===== config.mk =====
export PLATFORM = sky130hd
export DESIGN_NAME = vfr_sqrt
export DESIGN_NICKNAME = d
export VERILOG_FILES = /design/src/sv/vfr_pkg.sv /design/src/sv/vfr_sqrt.sv
export SDC_FILE = /design/constraint.sdc
export NUM_CORES = 2
export LEC_CHECK = 0
export BUFFER_PORTS_ARGS = -buffer_cell sky130_fd_sc_hd__buf_2
export CAP_MARGIN = 20
export CORE_AREA = 2 2 805 807
export DETAILED_ROUTE_END_ITERATION = 10
export DIE_AREA = 0 0 807 809
export HOLD_SLACK_MARGIN = 0.15
export PLACE_DENSITY = 0.5
export SKIP_LAST_GASP = 1
export SLEW_MARGIN = 5
export SYNTH_ARGS = -nofsm -noshare
export SYNTH_HDL_FRONTEND = slang
export SYNTH_SLANG_ARGS = --single-unit

===== constraint.sdc =====
create_clock -name clock -period 3.65 [get_ports clock]
set_input_delay 0.73 -clock clock [delete_from_list [all_inputs] [get_ports clock]]
set_output_delay 0.73 -clock clock [all_outputs]
set_load 0.02 [all_outputs]

===== src/sv/vfr_pkg.sv =====
package vfr_pkg;

   localparam int CODE_W   = 24;
   localparam int SCALE_W  = 32;
   localparam int DIAM_W   = 20;
   localparam int DENS_W   = 32;
   localparam int DIFF_W   = 40;
   localparam int FLOW_W   = 32;
   localparam int CSR_IDX_W  = 3;
   localparam int CSR_DATA_W = 32;

   localparam int PROD_W = CODE_W + SCALE_W;
   localparam int Y_W    = 112;
   localparam int K_W    = 197;
   localparam int N_W    = 188;
   localparam int Q_W    = 64;
   localparam int ROOT_W = 32;

   localparam logic [CSR_IDX_W-1:0] CSR_FLOW_MODE = 3'd0;
   localparam logic [CSR_IDX_W-1:0] CSR_INLET     = 3'd1;
   localparam logic [CSR_IDX_W-1:0] CSR_THROAT    = 3'd2;
   localparam logic [CSR_IDX_W-1:0] CSR_DENSITY   = 3'd3;
   localparam logic [CSR_IDX_W-1:0] CSR_SCALE     = 3'd4;

   localparam logic [DIAM_W-1:0]  RST_INLET   = 20'd20000;
   localparam logic [DIAM_W-1:0]  RST_THROAT  = 20'd10000;
   localparam logic [DENS_W-1:0]  RST_DENSITY = 32'd65536000;
   localparam logic [SCALE_W-1:0] RST_SCALE   = 32'd16777216;

   localparam logic [DIFF_W-1:0] ATM_Q8     = 40'd25939200;
   localparam logic [36:0]       FLOW_GAIN  = 37'd85377152668;
   localparam logic [DIFF_W-1:0] DIFF_MAX   = {1'b0, {(DIFF_W-1){1'b1}}};
   localparam logic [DIFF_W-1:0] DIFF_MIN   = {1'b1, {(DIFF_W-1){1'b0}}};

   typedef struct packed {
      logic               mode;
      logic [SCALE_W-1:0] scale;
      logic [Y_W-1:0]     y;
      logic [K_W-1:0]     k;
      logic               zero_throat;
      logic               sat;
      logic               busy;
   } coef_type;

   typedef struct packed {
      logic [DIFF_W-1:0] diff;
      logic              no_flow;
      logic              sat;
   } side_type;

endpackage


===== src/sv/vfr_sqrt.sv =====
module vfr_sqrt (
   input  logic                          clock,
   input  logic                          reset,
   input  logic                          adv,
   input  logic                          zero_throat,
   input  logic                          cfg_sat,
   input  logic                          in_vld,
   input  vfr_pkg::side_type             in_side,
   input  logic [vfr_pkg::Q_W-1:0]       in_q,
   output logic                          out_vld,
   output logic [vfr_pkg::FLOW_W-1:0]    out_flow,
   output logic [vfr_pkg::DIFF_W-1:0]    out_diff,
   output logic                          out_no_flow
);

   localparam int STEPS = vfr_pkg::ROOT_W;
   localparam int REM_W = vfr_pkg::ROOT_W + 3;

   logic                          vld_s  [0:STEPS];
   vfr_pkg::side_type             side_s [0:STEPS];
   logic [REM_W-1:0]              rem_s  [0:STEPS];
   logic [vfr_pkg::ROOT_W-1:0]    root_s [0:STEPS];
   logic [vfr_pkg::Q_W-1:0]       qs_s   [0:STEPS];
   logic                          out_vld_ff;
   logic [vfr_pkg::FLOW_W-1:0]    out_flow_ff;
   logic [vfr_pkg::DIFF_W-1:0]    out_diff_ff;
   logic                          out_nf_ff;
   logic [vfr_pkg::FLOW_W-1:0]    flow_in;

   assign vld_s[0]  = in_vld;
   assign side_s[0] = in_side;
   assign rem_s[0]  = '0;
   assign root_s[0] = '0;
   assign qs_s[0]   = in_q;

   // digit-by-digit root, two radicand bits per stage
   for (genvar g = 0; g < STEPS; g++) begin : g_step
      logic [REM_W-1:0] r2;
      logic [REM_W-1:0] trial;
      logic             ge;

      assign r2    = {rem_s[g][REM_W-3:0], qs_s[g][vfr_pkg::Q_W-1 -: 2]};
      assign trial = REM_W'({root_s[g], 2'b01});
      assign ge    = (r2 >= trial);

      always_ff @(posedge clock) begin
         if (reset) begin
            vld_s[g+1] <= 1'b0;
         end else if (adv) begin
            vld_s[g+1] <= vld_s[g];
         end
      end

      always_ff @(posedge clock) begin
         if (adv) begin
            side_s[g+1] <= side_s[g];
            rem_s[g+1]  <= ge ? (r2 - trial) : r2;
            root_s[g+1] <= {root_s[g][vfr_pkg::ROOT_W-2:0], ge};
            qs_s[g+1]   <= {qs_s[g][vfr_pkg::Q_W-3:0], 2'b00};
         end
      end
   end

   always_comb begin
      if (side_s[STEPS].no_flow || zero_throat) begin
         flow_in = '0;
      end else if (cfg_sat || side_s[STEPS].sat) begin
         flow_in = '1;
      end else begin
         flow_in = root_s[STEPS];
      end
   end

   always_ff @(posedge clock) begin
      if (reset) begin
         out_vld_ff <= 1'b0;
      end else if (adv) begin
         out_vld_ff <= vld_s[STEPS];
      end
   end

   always_ff @(posedge clock) begin
      if (adv) begin
         out_flow_ff <= flow_in;
         out_diff_ff <= side_s[STEPS].diff;
         out_nf_ff   <= side_s[STEPS].no_flow;
      end
   end

   assign out_vld     = out_vld_ff;
   assign out_flow    = out_flow_ff;
   assign out_diff    = out_diff_ff;
   assign out_no_flow = out_nf_ff;

endmodule


---- Word-level counts from Yosys, hierarchy flattened ----
Index checks and enable logic that the tools add are counted.
word-level totals
  bits in writable memories ............... 0
  memory bits (read-only) ................. 0
  input bits .............................. 112
  flip-flop bits (word level) ............. 3963
  memories ................................ 0
  latch bits .............................. 0
operators by class
  shift operators ......................... 0
  reductions and logical operators ........ 2
  divide/modulo/power cells ............... 0
  magnitude comparators ................... 32
  multiply operators ...................... 0
  mux-type cells .......................... 32
  equality and inequality tests ........... 0
  bitwise logic cells ..................... 0
  add/sub/neg operators ................... 31
operators with widths
  kind                                          number
  two-way mux 33 bit                            30
  greater-or-equal comparator 35 x 10 -> 1 bit  1
  greater-or-equal comparator 35 x 11 -> 1 bit  1
  greater-or-equal comparator 35 x 12 -> 1 bit  1
  greater-or-equal comparator 35 x 13 -> 1 bit  1
  greater-or-equal comparator 35 x 14 -> 1 bit  1
  greater-or-equal comparator 35 x 15 -> 1 bit  1
  greater-or-equal comparator 35 x 16 -> 1 bit  1
  greater-or-equal comparator 35 x 17 -> 1 bit  1
  greater-or-equal comparator 35 x 18 -> 1 bit  1
  greater-or-equal comparator 35 x 19 -> 1 bit  1
  greater-or-equal comparator 35 x 20 -> 1 bit  1
  greater-or-equal comparator 35 x 21 -> 1 bit  1
  greater-or-equal comparator 35 x 22 -> 1 bit  1
  greater-or-equal comparator 35 x 23 -> 1 bit  1
  greater-or-equal comparator 35 x 24 -> 1 bit  1
  greater-or-equal comparator 35 x 25 -> 1 bit  1
  greater-or-equal comparator 35 x 26 -> 1 bit  1
  greater-or-equal comparator 35 x 27 -> 1 bit  1
  greater-or-equal comparator 35 x 28 -> 1 bit  1
  greater-or-equal comparator 35 x 29 -> 1 bit  1
  greater-or-equal comparator 35 x 3 -> 1 bit   1
  greater-or-equal comparator 35 x 30 -> 1 bit  1
  greater-or-equal comparator 35 x 31 -> 1 bit  1
  43 further kinds                              44

---- Depth between registers and ports, before layout ----
  depth in word-level cells ............... 2
  depth in mapped cells ................... 15
  mapped depth without buffers ............ 13

---- Worst setup path after synthesis ----
Ideal clock, no wire load.
  kind .................................... flip-flop to flip-flop
  start point ............................. reg rem_s, in the netlist g_step[27].r2[5]
  end point ............................... reg rem_s, in the netlist g_step[28].r2[11], data pin
  slack ................................... 0.240 ns
  library setup time ...................... 0.260 ns
  buffers on the path ..................... 1
  arrival ................................. 3.151 ns
  stages on the path, launching flop included .. 11
  path through ............................ edfxtp_1 > ha_1 > a21o_1 > a21oi_1 > a211oi_1 > o32a_1 > a2111oi_0 > nor2_1 > a41oi_1 > clkbuf_1 > mux2_2
between the ends
  cells in the longest elaborated chain, start to end .. 2
  elaborated cells between the ends (all ways) .. 3
  those cells by class .................... 1 x add/sub; 1 x order compare; 1 x mux
ends and longest elaborated chain
  element                                                                                              RTL line                        source
  start: declaration                                                                                   vfr_sqrt.sv:21                  logic [REM_W-1:0] rem_s [0:STEPS];
  start signal: indexed assignment                                                                     vfr_sqrt.sv:57                  rem_s[g+1] <= ge ? (r2 - trial) : r2;
  subtractor 33 x 29 -> 33 bit / greater-or-equal comparator 35 x 29 -> 1 bit (equally long branches)  vfr_sqrt.sv:57, vfr_sqrt.sv:44
  two-way mux 33 bit *                                                                                 vfr_sqrt.sv:57
Mark *: on every way between the ends. The rest lies on a longest branch, timed or not.
A chain may end at the register's enable or synchronous reset.

---- Worst setup path after layout ----
  start point ............................. reg rem_s, in the netlist g_step[16].r2[6]
  end point ............................... reg rem_s, in the netlist g_step[17].r2[32], data pin
between the ends
  cells in the longest elaborated chain, start to end .. 2
  elaborated cells between the ends (all ways) .. 3
  those cells by class .................... 1 x add/sub; 1 x order compare; 1 x mux
ends and longest elaborated chain
  element                                                                                              RTL line
  subtractor 33 x 18 -> 33 bit / greater-or-equal comparator 35 x 18 -> 1 bit (equally long branches)  vfr_sqrt.sv:57, vfr_sqrt.sv:44
  two-way mux 33 bit *                                                                                 vfr_sqrt.sv:57
Marked as above.

==> impl_metrics.yaml <==
status:
  outcome: "finished, final reports clean"
place:
  place_hpwl_microns: 201200
  portBuffers: 185
  gp_congestion: 0.8673
  dpl-instance-area_sq_um: 175600
synthesis:
  synth_ff_type: "edfxtp_1"
  synth_edf_count: 3912
  synth_area_sq_um: 160800
  synth-seq-cells: 3945
  synth_top_area_cell: "edfxtp_1"
  synth_common_cells: "edfxtp_1 (3912), inv_1 (698), nand2_1 (630)"
  ys_seq_area_share_pct: 73.47
  ys_types: 97
  synth_top_area_share_pct: 73.06
  yosys_warnings: 0
  synth.most_common_cell: "edfxtp_1"
  synth_area_leaders: "edfxtp_1 (73%), ha_1 (4.4%), xnor2_1 (2.2%)"
  syn_nets: 11333
  syn_inst: 10660
  avgSynthCellArea_sq_um: 15.08
  synth_async_sr_flop_share_pct: 0
power_and_ir_drop:
  p_comb_share_pct: 15.3
  p_leak_nw: 69.14
  clkPwrFrac_pct: 36.1
  p_int_mw: 88.52
  seq_power_share_pct: 48.6
  ir_drop_mv: 0.4472
  swShare_pct: 26.13
  p_per_area_nw_per_um2: 626.8
  p_sw_mw: 31.32
setup_path:
  path_class: "reg2reg"
  crit_fanout: 17
  worstPathArrival_ns: 4.32
  cp-start-kind: "flip-flop"
  endpoint_kind: "flip-flop"
  required_ns: 4.40
grt:
  grt_overflow: 0
  grt_pass1_wl_microns: 464900
  grt_pass1_vias: 83949
  track_usage_pct: 8.736
  antenna_found_initial: 4
  grt_max_degree: 136
floorplanning:
  initial_core_util_pct: 24.96
  core_area_sq_um: 644100
  dieHeight_microns: 809
  row_count: 295
  die_w_microns: 807
  die_area_sq_um: 652900
  ios: 186
sta:
  period_minus_slack_ns: 3.569
  period_share_pct: 97.78
  worst_hold_slack_ns: 0.3663
  max_freq_mhz: 280.2
  clock_skew_ns: 0.1607
  tightest_slew_ns: 0.9832
  rsz0062_at_grt: "true"
  drv_slew: 0
  finalSetupViolations: 0
  max_slew_margin_pct: 32.76
  hold_violations: 0
min_path:
  hp-class: "reg2reg"
cells_and_area:
  drive_gt1_share_pct: 12.12
  nFillCells: 64165
  multiInputGateArea_sq_um: 39480
  nets: 12295
  fin_area_sq_um: 191200
  seq_area_sq_um: 118100
  syn2layout_area_growth_pct: 18.92
detailed_routing:
  ant_nets: 0
  via_count: 84431
  drt_pre_antenna_iters: 6
  drc: 0
  wire_per_inst_microns: 14.41
  drt_iter0_drc: 5495
  routed_via_density: 4.097
  drt_wl_total_microns: 296900
clock_tree:
  root_buffer: "clkbuf_16"
  cts_tree: "built"
  cts_max_level: 5
  clk_pin_slew_ns: 0.06
  clock_sinks: 3945
  numCtsBuffers: 443
  cts_buffer_depth: 4
  clock_latency_ns: 1.06
flow_run:
  maxCapViolations: 0
==> cell families (layout without fill, tap and decap cells) <==
kind of cell | after synthesis | after routing | synth area share [%]
DFF | 3945 | 3945 | 73.47
and+or+nand+nor | 2420 | 2420 | 7.445
AOI/OAI and AO/OA | 1899 | 1899 | 7.372
buffers and inverters | 912 | 2244 | 2.161
xor gates and xnor gates | 792 | 792 | 4.314
adders and majority gates | 561 | 561 | 4.365
muxes | 130 | 130 | 0.8692
other | 1 | 2 | 0.002332
==> cell usage in the layout (no fill, tap or decap), drive strengths merged, types with 21 or more instances in the layout <==
cell / Yosys / layout
edfxtp: 3912 / 3912
inv: 703 / 723
nand2: 630 / 630
nor2: 630 / 630
buf: 31 / 613
ha: 561 / 561
a21oi: 535 / 535
clkbuf: 176 / 525
o21ai: 508 / 508
xnor2: 403 / 403
xor2: 389 / 389
nor3: 219 / 219
a21o: 218 / 218
clkinv: 2 / 215
o21a: 153 / 153
nand3: 140 / 140
nor4: 131 / 131
dlygate4sd3: 0 / 111
nand2b: 103 / 103
or3: 102 / 102
nand4: 95 / 95
mux2: 77 / 77
nor2b: 77 / 77
or4: 61 / 61
a31oi: 60 / 60
a211oi: 57 / 57
o31ai: 55 / 55
mux2i: 53 / 53
and3: 52 / 52
or2: 42 / 42
a21boi: 38 / 38
o21bai: 37 / 37
bufinv: 0 / 36
o211ai: 35 / 35
dfxtp: 33 / 33
and2: 33 / 33
nand3b: 27 / 27
clkinvlp: 0 / 21
==> flip-flops by register name, summed over array words and instances (netlist names) <==
register and cells:
qs_s 930, out_vld 1, out_no_flow 1, g_step.trial 496, vld_s 32, root_s 32, side_s 1344, out_diff 40
g_step.r2 1037, out_flow 32
==> per-layer routing <==
metal	global-route usage, %	vias up	routed length (microns)
met5	0	-	0
met4	3.837	0	13610
met3	1.465	685	11230
met2	14.95	1331	142900
met1	10.81	40379	129200
li1	-	42036	-
==> critical path, cell delays in order, from the launching register on <==
cell       delay (ns)
edfxtp_1         0.40
ha_1             0.35
a21o_1           0.19
a21o_1           0.17
a21o_1           0.19
a2111oi_0        0.86
o21ai_1          0.27
a31oi_2          0.26
buf_4            0.25
nor4_1           0.10
nor4bb_1         0.15
xor2_1           0.14
==> path summary, 6_finish.rpt <==
path / start / endpoint / slack, ns / depth (start not counted)
setup / recovery: g_step[16].r2[6] / g_step[17].r2[32] / 0.08 / 11
hold / removal: side_s[964] / side_s[922] / 0.37 / 0
setup reg to reg: g_step[16].r2[6] / g_step[17].r2[32] / 0.08 / 11
hold reg to reg: side_s[964] / side_s[922] / 0.37 / 0
==> stage by stage <==
step                      worst slack, ns  total power, mW  utilization, %  setup TNS, ns  cells
after floorplan                    0.2396            70.70               -              0  10660
after CTS                         0.01991            122.0           29.66              0  20603
final                             0.08108            119.8           29.69              0  20606
after global placement            -0.4751            77.28           27.27         -1.452  19677
after global routing             -0.03014            126.3           29.69       -0.03471  20606
after detailed placement          -0.3501            77.39           27.27         -1.597  19677
==> area by class of cell <==
class,instances,share of cell area [%]
well taps,8613,5.636
clock buffers,525,5.959
inverters,705,1.384
clock inverters,290,1.480
multi-input cells,5803,20.65
flip-flops and latches,3945,61.78
repair buffers,724,3.106
diodes,1,0.001309
==> what timing repair did <==
item                       CTS  global route
resized for setup           12            39
pin swaps                    1             3
cloned                       0             0
hold endpoints to repair   141             0
setup endpoints to repair   35           143
buffers inserted             0             2
hold buffers               111             0
==> power groups by stage <==
stage	Sequential, mW	Combinational, mW	Clock [mW]
global placement	59.2	18.1	0
CTS	58.3	18.4	45.3
global route	58.7	20.6	47.0
detailed placement	59.2	18.2	0
floorplan	58.0	12.7	0
finish	58.2	18.4	43.3
Note: power is estimated with default switching activity, not from simulation.
