### src/sv/vfr_pkg.sv
package vfr_pkg;

   localparam int CODE_W   = 24;
   localparam int SCALE_W  = 32;
   localparam int DIAM_W   = 20;
   localparam int DENS_W   = 32;
   localparam int DIFF_W   = 40;
   localparam int FLOW_W   = 32;
   localparam int CSR_IDX_W  = 3;
   localparam int CSR_DATA_W = 32;

   localparam int PROD_W = CODE_W + SCALE_W;
   localparam int Y_W    = 112;
   localparam int K_W    = 197;
   localparam int N_W    = 188;
   localparam int Q_W    = 64;
   localparam int ROOT_W = 32;

   localparam logic [CSR_IDX_W-1:0] CSR_FLOW_MODE = 3'd0;
   localparam logic [CSR_IDX_W-1:0] CSR_INLET     = 3'd1;
   localparam logic [CSR_IDX_W-1:0] CSR_THROAT    = 3'd2;
   localparam logic [CSR_IDX_W-1:0] CSR_DENSITY   = 3'd3;
   localparam logic [CSR_IDX_W-1:0] CSR_SCALE     = 3'd4;

   localparam logic [DIAM_W-1:0]  RST_INLET   = 20'd20000;
   localparam logic [DIAM_W-1:0]  RST_THROAT  = 20'd10000;
   localparam logic [DENS_W-1:0]  RST_DENSITY = 32'd65536000;
   localparam logic [SCALE_W-1:0] RST_SCALE   = 32'd16777216;

   localparam logic [DIFF_W-1:0] ATM_Q8     = 40'd25939200;
   localparam logic [36:0]       FLOW_GAIN  = 37'd85377152668;
   localparam logic [DIFF_W-1:0] DIFF_MAX   = {1'b0, {(DIFF_W-1){1'b1}}};
   localparam logic [DIFF_W-1:0] DIFF_MIN   = {1'b1, {(DIFF_W-1){1'b0}}};

   typedef struct packed {
      logic               mode;
      logic [SCALE_W-1:0] scale;
      logic [Y_W-1:0]     y;
      logic [K_W-1:0]     k;
      logic               zero_throat;
      logic               sat;
      logic               busy;
   } coef_type;

   typedef struct packed {
      logic [DIFF_W-1:0] diff;
      logic              no_flow;
      logic              sat;
   } side_type;

endpackage

### src/sv/vfr_coef.sv
module vfr_coef (
   input  logic                               clock,
   input  logic                               reset,
   input  logic                               csr_we,
   input  logic [vfr_pkg::CSR_IDX_W-1:0]      csr_index,
   input  logic [vfr_pkg::CSR_DATA_W-1:0]     csr_wdata,
   output vfr_pkg::coef_type                  coef
);

   localparam int A_W       = 160;
   localparam int B_W       = 80;
   localparam int ACC_W     = A_W + B_W;
   localparam int CNT_W     = $clog2(B_W);

   typedef enum logic [2:0] {OP_A1, OP_A2, OP_P1, OP_P2, OP_Y, OP_T, OP_K} op_type;

   op_type                        op_ff;
   logic [CNT_W-1:0]              cnt_ff;
   logic                          busy_ff;
   logic [ACC_W-1:0]              acc_ff;
   logic [ACC_W-1:0]              acc_in;
   logic                          mode_ff;
   logic [vfr_pkg::DIAM_W-1:0]    d1_ff;
   logic [vfr_pkg::DIAM_W-1:0]    d2_ff;
   logic [vfr_pkg::DENS_W-1:0]    rho_ff;
   logic [vfr_pkg::SCALE_W-1:0]   scale_ff;
   logic [39:0]                   a1_ff;
   logic [39:0]                   a2_ff;
   logic [79:0]                   p1_ff;
   logic [79:0]                   p2_ff;
   logic [vfr_pkg::Y_W-1:0]       y_ff;
   logic [159:0]                  t_ff;
   logic [vfr_pkg::K_W-1:0]       k_ff;
   logic [A_W-1:0]                opa;
   logic [B_W-1:0]                opb;
   logic                          b_bit;
   logic                          last_bit;

   // operand select per step of the coefficient sequence
   always_comb begin
      opa = '0;
      opb = '0;
      unique case (op_ff)
         OP_A1: begin
            opa = A_W'(d1_ff);
            opb = B_W'(d1_ff);
         end
         OP_A2: begin
            opa = A_W'(d2_ff);
            opb = B_W'(d2_ff);
         end
         OP_P1: begin
            opa = A_W'(a1_ff);
            opb = B_W'(a1_ff);
         end
         OP_P2: begin
            opa = A_W'(a2_ff);
            opb = B_W'(a2_ff);
         end
         OP_Y: begin
            opa = A_W'(p1_ff - p2_ff);
            opb = B_W'(rho_ff);
         end
         OP_T: begin
            opa = A_W'(p1_ff);
            opb = B_W'(p2_ff);
         end
         OP_K: begin
            opa = t_ff;
            opb = B_W'(vfr_pkg::FLOW_GAIN);
         end
         default: begin
            opa = '0;
            opb = '0;
         end
      endcase
   end

   // shift-add multiply, msb of opb first
   assign b_bit    = opb[CNT_W'(B_W - 1) - cnt_ff];
   assign last_bit = (cnt_ff == CNT_W'(B_W - 1));
   assign acc_in   = ((cnt_ff == '0) ? '0 : {acc_ff[ACC_W-2:0], 1'b0})
                     + (b_bit ? ACC_W'(opa) : '0);

   always_ff @(posedge clock) begin
      if (reset) begin
         mode_ff  <= 1'b0;
         d1_ff    <= vfr_pkg::RST_INLET;
         d2_ff    <= vfr_pkg::RST_THROAT;
         rho_ff   <= vfr_pkg::RST_DENSITY;
         scale_ff <= vfr_pkg::RST_SCALE;
         busy_ff  <= 1'b1;
         op_ff    <= OP_A1;
         cnt_ff   <= '0;
      end else if (csr_we) begin
         unique case (csr_index)
            vfr_pkg::CSR_FLOW_MODE: mode_ff  <= csr_wdata[0];
            vfr_pkg::CSR_INLET:     d1_ff    <= csr_wdata[vfr_pkg::DIAM_W-1:0];
            vfr_pkg::CSR_THROAT:    d2_ff    <= csr_wdata[vfr_pkg::DIAM_W-1:0];
            vfr_pkg::CSR_DENSITY:   rho_ff   <= csr_wdata[vfr_pkg::DENS_W-1:0];
            vfr_pkg::CSR_SCALE:     scale_ff <= csr_wdata[vfr_pkg::SCALE_W-1:0];
            default: ;
         endcase
         busy_ff <= 1'b1;
         op_ff   <= OP_A1;
         cnt_ff  <= '0;
      end else if (busy_ff) begin
         acc_ff <= acc_in;
         if (last_bit) begin
            cnt_ff <= '0;
            unique case (op_ff)
               OP_A1:   a1_ff <= acc_in[39:0];
               OP_A2:   a2_ff <= acc_in[39:0];
               OP_P1:   p1_ff <= acc_in[79:0];
               OP_P2:   p2_ff <= acc_in[79:0];
               OP_Y:    y_ff  <= acc_in[vfr_pkg::Y_W-1:0];
               OP_T:    t_ff  <= acc_in[159:0];
               OP_K:    k_ff  <= acc_in[vfr_pkg::K_W-1:0];
               default: ;
            endcase
            if (op_ff == OP_K) begin
               busy_ff <= 1'b0;
            end else begin
               op_ff <= op_type'(op_ff + 3'd1);
            end
         end else begin
            cnt_ff <= cnt_ff + 1'b1;
         end
      end
   end

   assign coef.mode        = mode_ff;
   assign coef.scale       = scale_ff;
   assign coef.y           = y_ff;
   assign coef.k           = k_ff;
   assign coef.zero_throat = (d2_ff == '0);
   assign coef.sat         = (d2_ff >= d1_ff) || (rho_ff == '0);
   assign coef.busy        = busy_ff;

`ifndef NO_ASSERTIONS
   a_write_restarts: assert property (@(posedge clock) disable iff (reset)
      csr_we |=> busy_ff && (cnt_ff == '0) && (op_ff == OP_A1))
      else $error("csr write did not restart coefficient sequence");
   a_idle_count: assert property (@(posedge clock) disable iff (reset)
      !busy_ff |-> (cnt_ff == '0))
      else $error("bit count moving while sequence idle");
   a_idle_last_op: assert property (@(posedge clock) disable iff (reset)
      !busy_ff |-> (op_ff == OP_K))
      else $error("sequence idle before last step");
`endif

endmodule

### config.mk
export PLATFORM = sky130hd
export DESIGN_NAME = vfr_coef
export DESIGN_NICKNAME = d
export VERILOG_FILES = /design/src/sv/vfr_pkg.sv /design/src/sv/vfr_coef.sv
export SDC_FILE = /design/constraint.sdc
export NUM_CORES = 2
export LEC_CHECK = 0
export BUFFER_PORTS_ARGS = -buffer_cell sky130_fd_sc_hd__clkbuf_2
export CORE_ASPECT_RATIO = 0.5
export CORE_UTILIZATION = 35
export DETAILED_ROUTE_END_ITERATION = 12
export SLEW_MARGIN = 30
export SYNTH_ARGS = -nofsm -noshare
export SYNTH_HDL_FRONTEND = slang
export SYNTH_SLANG_ARGS = --single-unit
### constraint.sdc
create_clock -name clock -period 34.5 [get_ports clock]
set_clock_uncertainty 0.05 [all_clocks]
set_input_delay 3.45 -clock clock [delete_from_list [all_inputs] [get_ports clock]]
set_output_delay 3.45 -clock clock [all_outputs]
set_load 0.03 [all_outputs]
==> Word-level counts from Yosys, hierarchy flattened <==
Cells that the tools add are included.
{ "totals": {"out_inout_bits": 345, "register_bits": 1021, "elab_cells": 68} }
{ "op_classes": {"n_lt_le_gt_ge": 2, "add_sub_neg": 5, "n_eq_ne": 11, "n_mux": 10, "reduce_logical": 21, "n_bitwise": 3} }
{ "op_table": {"columns": ["cell", "count"], "rows": [
  ["one-hot mux 160 bit (7 select lines)", 1],
  ["one-hot mux 80 bit (7 select lines)", 1],
  ["adder 197 x 160 -> 197 bit", 1],
  ["2-to-1 mux 197 bit", 1],
  ["2-to-1 mux 160 bit", 1],
  ["subtractor 80 x 80 -> 81 bit", 1],
  ["AND reduction 5 bit", 7],
  ["logical NOT 32 bit", 1],
  ["greater-or-equal comparator 20 bit", 1],
  ["logical NOT 20 bit", 1],
  ["equality test 3 x 2 -> 1 bit, second input constant", 4],
  ["equality test 3 bit, second input constant", 4],
  ["AND reduction 2 bit", 5],
  ["< comparator 7 x 8 -> 1 bit, second input constant", 1],
  ["adder 7 x 1 -> 7 bit, second input constant", 1],
  ["binary-select mux 1 bit (select 7 bit)", 1],
  ["equality test 7 bit, second input constant", 1],
  ["logical NOT 7 bit", 1],
  ["2-to-1 mux 7 bit", 1],
  ["subtractor 7 bit, first input constant", 1],
  ["equality test 3 x 1 -> 1 bit, second input constant", 2],
  ["logical NOT 3 bit", 2],
  ["AND reduction 3 bit", 2],
  ["2-to-1 mux 1 bit", 4],
  ["4 further kinds", 6]
]} }

==> Depth between registers and ports, before layout <==
{ "depth": {"word_depth": 6, "ltp_mapped": 34, "ltp_nobuf": 28} }

==> Least setup slack after synthesis <==
OpenSTA, ideal clock, no wires.
{ "synth_timing": {"path_type": "input port to flip-flop", "start": "input reset", "end": "register k_ff[0] in the netlist's numbering (enable)", "setup_ns": 0.758, "path_stages": 6, "path_slack_ns": 21.037, "required_time_ns": 33.692, "path_buffers": 3, "t_arrival_ns": 12.656, "cell_sequence": "clkbuf_1 -> or2_2 -> buf_1 -> or2_2 -> clkbuf_1 -> nor2_1"} }
{ "synth_between": {"elab_chain_len": 2} }
{ "synth_rtl": {"columns": ["item", "line", "text"], "rows": [
  ["start, declared", "vfr_coef.sv:3", "input logic reset,"],
  ["NOT 1 bit (no source line)", null, null],
  ["AND reduction 5 bit (no source line)", null, null],
  ["end signal, assigned", "vfr_coef.sv:118", "OP_K: k_ff <= acc_in[vfr_pkg::K_W-1:0];"],
  ["end, declared", "vfr_coef.sv:33", "logic [vfr_pkg::K_W-1:0] k_ff;"]
]} }
No other way between the ends.
A chain may end at the register's enable or synchronous reset.

==> Worst setup path after layout <==
{ "layout_timing": {"start": "register op_ff[0]", "end": "register k_ff[187] in the netlist's numbering, data pin"} }
{ "layout_between": {"elab_chain_len": 6, "elab_cells_between_ends": 13, "classes_between": "add/sub: 1; eq/ne: 6; mux: 5; reduce/logical: 1"} }
{ "layout_rtl": {"columns": ["item", "line", "text"], "rows": [
  ["start, declared", "vfr_coef.sv:17", "op_type op_ff;"],
  ["start signal, assigned", "vfr_coef.sv:124", "op_ff <= op_type'(op_ff + 3'd1);"],
  ["equality test 3 bit, or another cell as far along", "vfr_coef.sv:43", "unique case (op_ff)"],
  ["one-hot mux 80 bit (7 select lines)", "vfr_coef.sv:43", null],
  ["binary-select mux 1 bit (select 7 bit)", "vfr_coef.sv:80", "assign b_bit = opb[CNT_W'(B_W - 1) - cnt_ff];"],
  ["2-to-1 mux 1 bit (implied by the code)", "vfr_coef.sv:80", null],
  ["2-to-1 mux 160 bit *", "vfr_coef.sv:83", "+ (b_bit ? ACC_W'(opa) : '0);"],
  ["adder 197 x 160 -> 197 bit *", "vfr_coef.sv:83", null],
  ["net acc_in[187]", "vfr_coef.sv:21", "logic [ACC_W-1:0] acc_in;"]
]} }
Mark *: on every way through the listed nets, which the timed path passes. The rest lies on a longest branch. The select of a mux whose other input is x is not followed.

==> impl_metrics.csv <==
group,metric,value,unit
timing,period_share,0.307,
worst_setup_path,cpMostUsedCell,"buf_4",
die,initial_core_util,0.356,
pwr,power.static_leakage,23.3,nW
grt,overflow,0,
pwr,power.density,42.2,mW/mm^2
logic_synthesis,synth-seq-area-share,0.541,
timing,slew_viol_final,0,
logic_synthesis,yosysWarningCount,0,
pwr,p_int,0.00203,W
clock_tree,root_buffer,"clkbuf_16",
grt,grt_usage,0.218,
placed_design,dp_hpwl,131000,um
grt,grt_pass1_vias,41100,
logic_synthesis,synthFlopType,"edfxtp_1",
detailed_routing,dr.pass1.iters,10,
worst_setup_path,arrival,11040,ps
clock_tree,path_clk_slew,80,ps
cells_and_area,drive_gt1_frac,0.129,
placed_design,placed_cell_area,0.0586,mm^2
grt,antenna_found_initial,5,
placed_design,numPortBuffers,382,
clock_tree,cts_hold_buffers,0,
grt,grt_max_degree,136,
clock_tree,clock_sinks,1021,
cells_and_area,fin_nets,5654,
clock_tree,htree_levels,3,
timing,fmax,0.0944,GHz
logic_synthesis,synthCells,5079,
die,fp.dieW,560,um
worst_setup_path,crit_path_end_kind,"flop",
timing,setup-tns-final,0,ps
logic_synthesis,synth_nets,5388,
pwr,pwr-share-clk,0.439,
pwr,pwr-share-seq,0.520,
worst_setup_path,cp_max_fo,54,
timing,timing_hold_violations_final,0,
pwr,p_sw,0.000588,W
die,rows,101,
cells_and_area,seq_area,0.0295,mm^2
logic_synthesis,synth_edf_count,905,
logic_synthesis,synth-async-reset-ratio,0,
cells_and_area,area_growth,14.0,%
worst_setup_path,crit_slowest_cell,"or4_1",
detailed_routing,finalWirelength,176000,um
timing,rsz0062_at_grt,"false",
logic_synthesis,syn_area,0.0545,mm^2
cells_and_area,fill_cells,14700,
logic_synthesis,synth_top_area_share,0.499,
timing,maxSlewHeadroom,0.290,
worst_setup_path,worstPathRequired,34950,ps
die,dieArea,0.157,mm^2
placed_design,dp_slack,23940,ps
detailed_routing,vias,42500,
timing,setup_violations,0,
pwr,comb_power_share,0.041,
timing,worstMarginPinSlew,1060,ps
clock_tree,postCtsSetupRepairBufs,0,
timing,fin_ws,23910,ps
pwr,irDropWorstVdd,0.0342,mV
clock_tree,clk_latency,710,ps
outcome,status,"completed",
logic_synthesis,ys_seq_elements,1021,
logic_synthesis,ys_types,94,
detailed_routing,drcViolationCount,0,
die,core,0.153,mm^2
grt,grt_first_pass_wirelength,263000,um
clock_tree,cts_made_buffers,98,
placed_design,globalplace.congestion,0.966,
clock_tree,cts.path.max_buffers,3,
cells_and_area,design_area,0.0621,mm^2
pwr,switching_share,0.224,
worst_setup_path,critPathMaxStageDelay,640,ps
logic_synthesis,synth_area_per_cell,10.7,um^2
detailed_routing,drt_iter0_markers,5055,
worst_setup_path,crit_type,"flop to flop",
worst_setup_path,worstSetupStartpointType,"flop",
die,die-height,281,um
detailed_routing,routed_via_density,5.68,
timing,fin_crit,10590,ps
run,max_cap_viol_count,0,
clock_tree,cts_tree,"built",
pwr,finalPower,0.00262,W
detailed_routing,wl_per_cell,23.6,um
detailed_routing,final_antenna_net_count,0,
worst_hold_path,hold_class,"flop to flop",
cells_and_area,multi_input_area,0.0235,mm^2
clock_tree,cts_resized,0,
logic_synthesis,synth_area_leaders,"edfxtp_1 (50%), ha_1 (6.2%), a21oi_1 (4.8%)",
die,io_pins,383,
logic_synthesis,yosysTopAreaCell,"edfxtp_1",
per-layer routing:
metal  track usage  share of wire
met5             0       0.000074
met4        0.0543          0.023
met3        0.0357          0.074
met2         0.346           0.45
met1         0.310           0.45
kinds of logic after synthesis:
group,count (synthesis),synth area share
XOR/XNOR,260,0.0418
flip-flops,1021,0.541
buffers and inverters,460,0.0336
adder cells (fa/ha/maj),271,0.0625
AND/OR/NAND/NOR,1522,0.132
AO/OA/AOI/OAI,1524,0.182
multiplexers,21,0.00664
through the flow:
step           hold slack, ps  instances  utilization
2_1_floorplan             387       5079            -
3_3_place_gp              393       7299        0.381
3_5_place_dp              398       7303        0.383
4_1_cts                   408       7482        0.405
5_1_grt                   429       7486        0.405
6_report                  406       7486        0.405
Yosys cell counts, types with 30 or more instances:
cell      count
nand2_1     567
a31oi_1      66
xor2_1       89
xnor2_1     171
ha_1        269
nor3_1       67
and2_1      171
nand3_1      69
nand4_1     125
a221oi_1     32
a22oi_1      87
nor2_1      330
a21oi_1     522
o31ai_1      30
clkbuf_1    234
inv_1       185
o21ai_0     220
dfxtp_1     116
o21a_1       39
edfxtp_1    905
a222oi_1     50
a21o_1      203
o21bai_1     77
nor4_1       43
registers in the layout, summed over array words and instances, names as in the netlist, 32 cells and up:
name	cells
a2_ff	40
y_ff	112
a1_ff	40
k_ff	197
acc_ff	196
p2_ff	80
rho_ff	32
p1_ff	80
scale_ff	32
t_ff	160
layout make-up:
type	instances	share of cell area
clock inverters	67	0.0123
repair buffers	438	0.0400
well taps	2060	0.0415
diodes	2	0.0000806
clock buffers	112	0.0419
multi-input cells	3598	0.378
flip-flops and latches	1021	0.475
inverters	188	0.0114
cell usage in the layout (no fill, tap or decap), types with 42 or more instances in the layout:
master / Yosys / routed
edfxtp_1: 905 / 905
nand2_1: 567 / 567
a21oi_1: 522 / 522
clkbuf_2: 0 / 381
nor2_1: 330 / 324
ha_1: 269 / 268
o21ai_0: 220 / 220
a21o_1: 203 / 203
inv_1: 185 / 185
and2_1: 171 / 167
xnor2_1: 171 / 153
nand4_1: 125 / 125
dfxtp_1: 116 / 114
clkbuf_16: 0 / 102
a22oi_1: 87 / 87
xor2_1: 89 / 81
o21bai_1: 77 / 77
nand3_1: 69 / 68
nor3_1: 67 / 66
a31oi_1: 66 / 65
a222oi_1: 50 / 50
buf_4: 2 / 48
nor4_1: 43 / 42
path summary, 6_finish.rpt:
| path | startpoint | to | slack (ps) | cells past startpoint |
|---|---|---|---|---|
| worst max register to register | op_ff[0] | k_ff[187] | 23910 | 30 |
| worst min-delay path | scale_ff[8] | scale_ff[8] | 410 | 2 |
| worst min register to register | scale_ff[8] | scale_ff[8] | 410 | 2 |
| worst max-delay path | op_ff[0] | k_ff[187] | 23910 | 30 |
worst max-delay path: cells and delay by family, from the launching register on:
family | cells | cell delay, ps
simple gates | 10 | 2990
compound gates | 9 | 2580
xor+xnor | 1 | 280
flops | 1 | 420
fa+ha+maj | 2 | 730
buf+inv | 8 | 3170
power by group through the flow:
stage / combinational, W / sequential, W / clock (W)
floorplan: 0.0000657 / 0.00139 / 0
global placement: 0.000105 / 0.00139 / 0
detailed placement: 0.000108 / 0.00139 / 0
CTS: 0.000108 / 0.00136 / 0.00118
global route: 0.000118 / 0.00136 / 0.00122
finish: 0.000108 / 0.00136 / 0.00115
(Power assumes the default switching activity.)
